$ cat src/design/bfdh_pkg.sv
// Shared types and constants for the double-hash Bloom filter.
// Holds the controller/datapath command and status structs.
// No dependencies.
package bfdh_pkg;

  // Fixed field widths
  localparam int FB_W  = 15;
  localparam int KEY_W = 32;

  // Reset size of the filter in bytes
  localparam logic [FB_W-1:0] FB_RESET = 15'd16384;

  // Operation codes
  localparam logic OP_ADD  = 1'b0;
  localparam logic OP_FIND = 1'b1;

  // Remainder unit: 34-bit dividend, two quotient bits per cycle
  localparam int DVD_W      = 34;
  localparam int DIV_STEPS  = DVD_W / 2;
  localparam int DIV_CNT_W  = 5;
  localparam logic [DVD_W-1:0] WRAP_DVD = 34'h1_0000_0000;

  // Dividend source / remainder destination
  typedef logic [1:0] div_src_t;
  localparam div_src_t DIV_KEY  = 2'd0;
  localparam div_src_t DIV_STEP = 2'd1;
  localparam div_src_t DIV_WRAP = 2'd2;

  // Controller to datapath
  typedef struct packed {
    logic     clr_wr;
    logic     load;
    logic     div_load;
    div_src_t load_src;
    logic     div_step;
    logic     div_save;
    div_src_t save_dst;
    logic     mem_rd;
    logic     mem_wr;
    logic     adv_add;
    logic     adv_wrap;
    logic     emit;
    logic     emit_val;
  } cmd_t;

  // Datapath to controller
  typedef struct packed {
    logic clr_last;
    logic div_last;
    logic bit_set;
    logic is_find;
    logic last_probe;
    logic out_full;
  } status_t;

endpackage

$ cat src/design/bfdh_ctrl.sv
// Controller of the Bloom filter: sequences the clearing sweep, the three
// remainder computations and the per-probe read / check / advance steps.
// Depends on bfdh_pkg.
module bfdh_ctrl (
  input  logic              clk,
  input  logic              rst,
  input  logic              in_valid,
  output logic              in_stall,
  input  bfdh_pkg::status_t status,
  output bfdh_pkg::cmd_t    cmd
);
  import bfdh_pkg::*;

  localparam logic [3:0] S_CLEAR    = 4'd0;
  localparam logic [3:0] S_IDLE     = 4'd1;
  localparam logic [3:0] S_DIV_KEY  = 4'd2;
  localparam logic [3:0] S_DIV_STEP = 4'd3;
  localparam logic [3:0] S_DIV_WRAP = 4'd4;
  localparam logic [3:0] S_READ     = 4'd5;
  localparam logic [3:0] S_CHECK    = 4'd6;
  localparam logic [3:0] S_ADV      = 4'd7;
  localparam logic [3:0] S_EMIT     = 4'd8;

  logic [3:0] state;
  logic [3:0] state_next;
  logic       found;
  logic       found_next;

  always_ff @(posedge clk) begin
    if (rst) begin
      state <= S_CLEAR;
      found <= 1'b0;
    end else begin
      state <= state_next;
      found <= found_next;
    end
  end

  assign in_stall = (state != S_IDLE);

  // Next state and commands
  always_comb begin
    state_next = state;
    found_next = found;
    cmd        = '0;
    case (state)
      S_CLEAR: begin
        cmd.clr_wr = 1'b1;
        if (status.clr_last) state_next = S_IDLE;
      end
      S_IDLE: begin
        if (in_valid) begin
          cmd.load     = 1'b1;
          cmd.div_load = 1'b1;
          cmd.load_src = DIV_KEY;
          state_next   = S_DIV_KEY;
        end
      end
      S_DIV_KEY: begin
        cmd.div_step = 1'b1;
        if (status.div_last) begin
          cmd.div_save = 1'b1;
          cmd.save_dst = DIV_KEY;
          cmd.div_load = 1'b1;
          cmd.load_src = DIV_STEP;
          state_next   = S_DIV_STEP;
        end
      end
      S_DIV_STEP: begin
        cmd.div_step = 1'b1;
        if (status.div_last) begin
          cmd.div_save = 1'b1;
          cmd.save_dst = DIV_STEP;
          cmd.div_load = 1'b1;
          cmd.load_src = DIV_WRAP;
          state_next   = S_DIV_WRAP;
        end
      end
      S_DIV_WRAP: begin
        cmd.div_step = 1'b1;
        if (status.div_last) begin
          cmd.div_save = 1'b1;
          cmd.save_dst = DIV_WRAP;
          state_next   = S_READ;
        end
      end
      S_READ: begin
        cmd.mem_rd = 1'b1;
        state_next = S_CHECK;
      end
      S_CHECK: begin
        if (status.is_find && !status.bit_set) begin
          // clear bit: definitely absent, stop probing
          found_next = 1'b0;
          state_next = S_EMIT;
        end else begin
          cmd.mem_wr = !status.is_find;
          if (status.last_probe) begin
            found_next = 1'b1;
            state_next = status.is_find ? S_EMIT : S_IDLE;
          end else begin
            cmd.adv_add = 1'b1;
            state_next  = S_ADV;
          end
        end
      end
      S_ADV: begin
        cmd.adv_wrap = 1'b1;
        state_next   = S_READ;
      end
      S_EMIT: begin
        if (!status.out_full) begin
          cmd.emit     = 1'b1;
          cmd.emit_val = found;
          state_next   = S_IDLE;
        end
      end
      default: begin
        state_next = S_IDLE;
      end
    endcase
  end

endmodule

$ cat config.mk
export PLATFORM = sky130hd
export DESIGN_NAME = bfdh_ctrl
export DESIGN_NICKNAME = d
export VERILOG_FILES = /design/src/design/bfdh_pkg.sv /design/src/design/bfdh_ctrl.sv
export SDC_FILE = /design/constraint.sdc
export NUM_CORES = 1
export LEC_CHECK = 0
export BUFFER_PORTS_ARGS = -buffer_cell sky130_fd_sc_hd__buf_2
export CAP_MARGIN = 40
export CORE_AREA = 5 5 45 47
export CTS_CLUSTER_DIAMETER = 30
export DETAILED_ROUTE_END_ITERATION = 10
export DIE_AREA = 0 0 50 52
export PLACE_DENSITY = 0.59
export SYNTH_ARGS = -nofsm -noshare
export SYNTH_HDL_FRONTEND = slang
export SYNTH_SLANG_ARGS = --single-unit
$ cat constraint.sdc
create_clock -name clk -period 2.07 [get_ports clk]
set_input_delay 0.1035 -clock clk [delete_from_list [all_inputs] [get_ports clk]]
set_output_delay 0.1035 -clock clk [all_outputs]
set_load 0.05 [all_outputs]
# [After elaboration in Yosys (flattened, before gate mapping)]
# Index checks and enable logic that the tools add are counted.
[totals] ram_bits=0 latchBits=0 mem_bits_ro=0 wordCells=51 memories=0 output_inout_bits=16 ff_bits=5
[op_classes] shifts=0 multipliers=0 n_bitwise=0 n_addsub=0 n_eq_ne=15 muxes=27 reduce_logical=7 n_lt_le_gt_ge=0 div=0
[ops] cell="$mux W4" n=10
[ops] cell="$pmux W4 S9" n=1
[ops] cell="$eq A4 B3 Y1 const B" n=4
[ops] cell="$ne A2 B2 Y1 const B" n=6
[ops] cell="$pmux W4 S3" n=1
[ops] cell="$mux W3" n=3
[ops] cell="$pmux W3 S3" n=1
[ops] cell="$eq A4 B2 Y1 const B" n=2
[ops] cell="$mux W2" n=4
[ops] cell="$mux W1" n=7
[ops] cell="$reduce_and A6 Y1" n=1
[ops] cell="$eq A4 B1 Y1 const B" n=1
[ops] cell="$eq A4 B4 Y1 const B" n=1
[ops] cell="$logic_not A4 Y1" n=1
[ops] cell="$ne A4 B1 Y1 const B" n=1
[ops] cell="$logic_not A1 Y1" n=2
[ops] cell="$reduce_and A2 Y1" n=1
[ops] cell="$reduce_bool A2 Y1" n=1
[ops] cell="$logic_and A1 B1 Y1" n=1

# [Depth between registers and ports, before layout]
[depth] word_depth=4 mapped_depth=5

# [Worst setup path before layout]
# No wires, ideal clock.
[synth_path] kind="reg2out" startpoint="reg state[2]" endpoint="out cmd[0] (netlist name)" arrival_ps=2107 path_stages_with_launch=4 path_slack_ps=-140 path_buffers=0 cell_sequence="dfxtp_1 or4b_4 nor2_1 and2_1"
[synth_rtl] item="start, declared" line_no="bfdh_ctrl.sv:24" source="logic [3:0] state;"
[synth_rtl] item="start signal, assigned" line_no="bfdh_ctrl.sv:34" source="state <= state_next;"
[synth_rtl] item="end, declared" line_no="bfdh_ctrl.sv:10" source="output bfdh_pkg::cmd_t cmd"

==> flow_summary_export.csv <==
group,metric,value,unit
route,drc,0,
floorplan,die_y,52,µm
global_route,grtUsageTotal,0.110,
synthesis,netlist_area,515,µm²
route,drtIter0Drc,8,
placed_design,finalWeightedCongestion,0.745,
clock_network,htree_levels,1,
outcome,status,"finished clean",
power,powerDensity,1470,nW/µm²
critical_path,startpoint,"state[3]",
floorplan,rows,15,
critical_path,slowest_stage,"dfxtp_1",
critical_path,path_max_fanout,13,
sta,skew,3.26,ps
route,wl_per_cell,11.9,µm
synthesis,synthTopCellsByArea,"dfxtp_1, nor3_1, a2111oi_4",
synthesis,postSynthAreaPerCell,7.36,µm²
synthesis,ys_seq_area_frac,0.194,
clock_network,clock-sinks,5,
sta,setup_viol_count_final,0,
critical_path,critPathLaunchType,"flop",
clock_network,clk_pin_slew,40,ps
sta,rsz0062_at_grt,"false",
clock_network,root_buffer,"clkbuf_4",
route,vias,585,
global_route,grt_pass1_wl,2200,µm
final_layout,post-route-cell-area,684,µm²
floorplan,core-area,1610,µm²
synthesis,synth_largest_area_cell,"dfxtp_1",
power,p_leak,0.345,nW
clock_network,cts_resized,0,
sta,finalMaxSlewViolations,0,
synthesis,syn_nets,79,
placed_design,portBuffers,24,
critical_path,r2r_slack,270,ps
critical_path,worst-setup-path-type,"flop to primary output",
route,dr.pass1.iters,4,
critical_path,end_kind,"primary output",
clock_network,cts.path.max_buffers,2,
route,ant_nets,0,
final_layout,drive_gt1_frac,0.396,
route,drt_wl_total,1350,µm
placed_design,detailed_place_hpwl,1090,µm
sta,slew_headroom,0.672,
floorplan,start_util,0.319,
synthesis,synth_top_area_share,0.194,
sta,period_share,0.922,
critical_path,worstPathCellList,"or4b_4, nor2_2, and2_1, buf_2",
sta,max_freq,524,MHz
clock_network,cts_setup_buffers,0,
sta,tightest_slew,486,ps
global_route,antenna_found_initial,0,
power,power,0.00101,W
floorplan,die_w,50,µm
synthesis,synth_cell_types,30,
critical_path,r2r_end,"state[0]",
final_layout,nets,106,
critical_path,slowest_delay,550,ps
final_layout,num_antenna_cells,0,
critical_path,endpoint,"cmd[0]",
synthesis,ys_ff_latch,5,
sta,period_needed,1910,ps
power,worst_ir_drop_vdd,0.000546,V
critical_path,regToRegStartpoint,"state[3]",
min_path,min_path_type,"input port to flop",
critical_path,cp.arrival,1800,ps
sta,finalWorstSetupSlack,162,ps
clock_network,cts_hold_buffers,0,
floorplan,ios,25,
clock_network,clk_latency,240,ps
global_route,grt_overflow,0,
final_layout,area_growth,32.8,%
global_route,grt_max_degree,15,
placed_design,pre_cts_slack,262,ps
critical_path,ff2ff_path_depth,4,
placed_design,dpl_cell_area,658,µm²
floorplan,die-area,2600,µm²
synthesis,syn_inst,70,
synthesis,yosysWarnings,0,
final_layout,postLayoutCoreUtil,0.424,
clock_network,numCtsBuffers,3,
critical_path,worst_ep_required_time,1970,ps
flow_run,maxCapViolCount,0,
global_route,grt_pass1_vias,540,
clock_network,cts_tree,"yes",
route,via_per_inst,5.18,
sta,hold_viol,0,
-- flip-flops by register name, summed over array words and instances (netlist names) --
register / cells
found: 1
state: 4
-- cell usage after synthesis, drive strengths merged --
master   number
nor2          7
nor3          7
inv           6
nand2         6
dfxtp         5
a21oi         4
nor2b         4
clkbuf        3
or2           3
a211o         2
and2          2
o211ai        2
o21ai         2
or3           2
or4b          2
a2111oi       1
a22oi         1
a311oi        1
a31oi         1
and3          1
buf           1
nand2b        1
nor4          1
nor4bb        1
o211a         1
o32ai         1
o41ai         1
or3b          1
-- worst max-delay path: cells and delay by family (launching register included) --
| kind | cells | cell delay (ps) |
|---|---|---|
| and+or+nand+nor | 3 | 760 |
| DFF | 1 | 550 |
| buffers and inverters | 1 | 250 |
-- layer usage --
layer	wire length [µm]	global-route usage
met1	550	0.110
met3	109	0.0573
met5	0	0
met2	686	0.199
met4	0	0.0262
-- cell usage in the layout (no fill, tap or decap), types with 2 or more instances in the layout --
master    Yosys  final
o21ai_0       2      2
nand2_1       6      6
or2_2         2      2
nor2_1        7      6
inv_1         6      6
clkbuf_4      0      3
nor2b_1       4      4
and2_1        2      2
a211o_1       2      2
buf_4         0      2
buf_2         1     24
dfxtp_1       5      5
or3_1         2      2
nor3_1        7      7
o211ai_1      2      2
or4b_4        2      2
a21oi_1       3      3
-- where the power goes --
group	total, W	internal (W)	switching (W)
Sequential	0.000187	0.000121	0.0000660
Combinational	0.000707	0.000227	0.000480
Clock	0.000112	0.0000728	0.0000393
-- cells by family after synthesis --
| family | count (synthesis) | synth area share |
|---|---|---|
| buf+inv | 10 | 0.0752 |
| compound gates | 17 | 0.308 |
| simple gates | 38 | 0.422 |
| flops | 5 | 0.194 |
-- through the flow --
step	cells	setup TNS, ps	hold slack [ps]
finish	113	0	111
global route	113	0	111
CTS	113	0	102
detailed placement	109	0	360
global placement	109	0	358
floorplan	70	-236	173
-- cell type report --
cell class	instances	area, µm²
clock buffers	4	26.3
fillers	183	930
inverters	6	22.5
multi-input cells	55	379
flip-flops and latches	5	100
well taps	17	21.3
repair buffers	26	135
-- worst min-delay path by stage --
stage	startpoint	end	cells after the start
final	status[2]	found	2
after CTS	status[2]	found	2
after global routing	status[2]	found	2
after floorplan	rst	state[1]	1
after global placement	status[2]	found	2
after detailed placement	status[2]	found	2
Note: power is estimated with default switching activity, not from simulation.
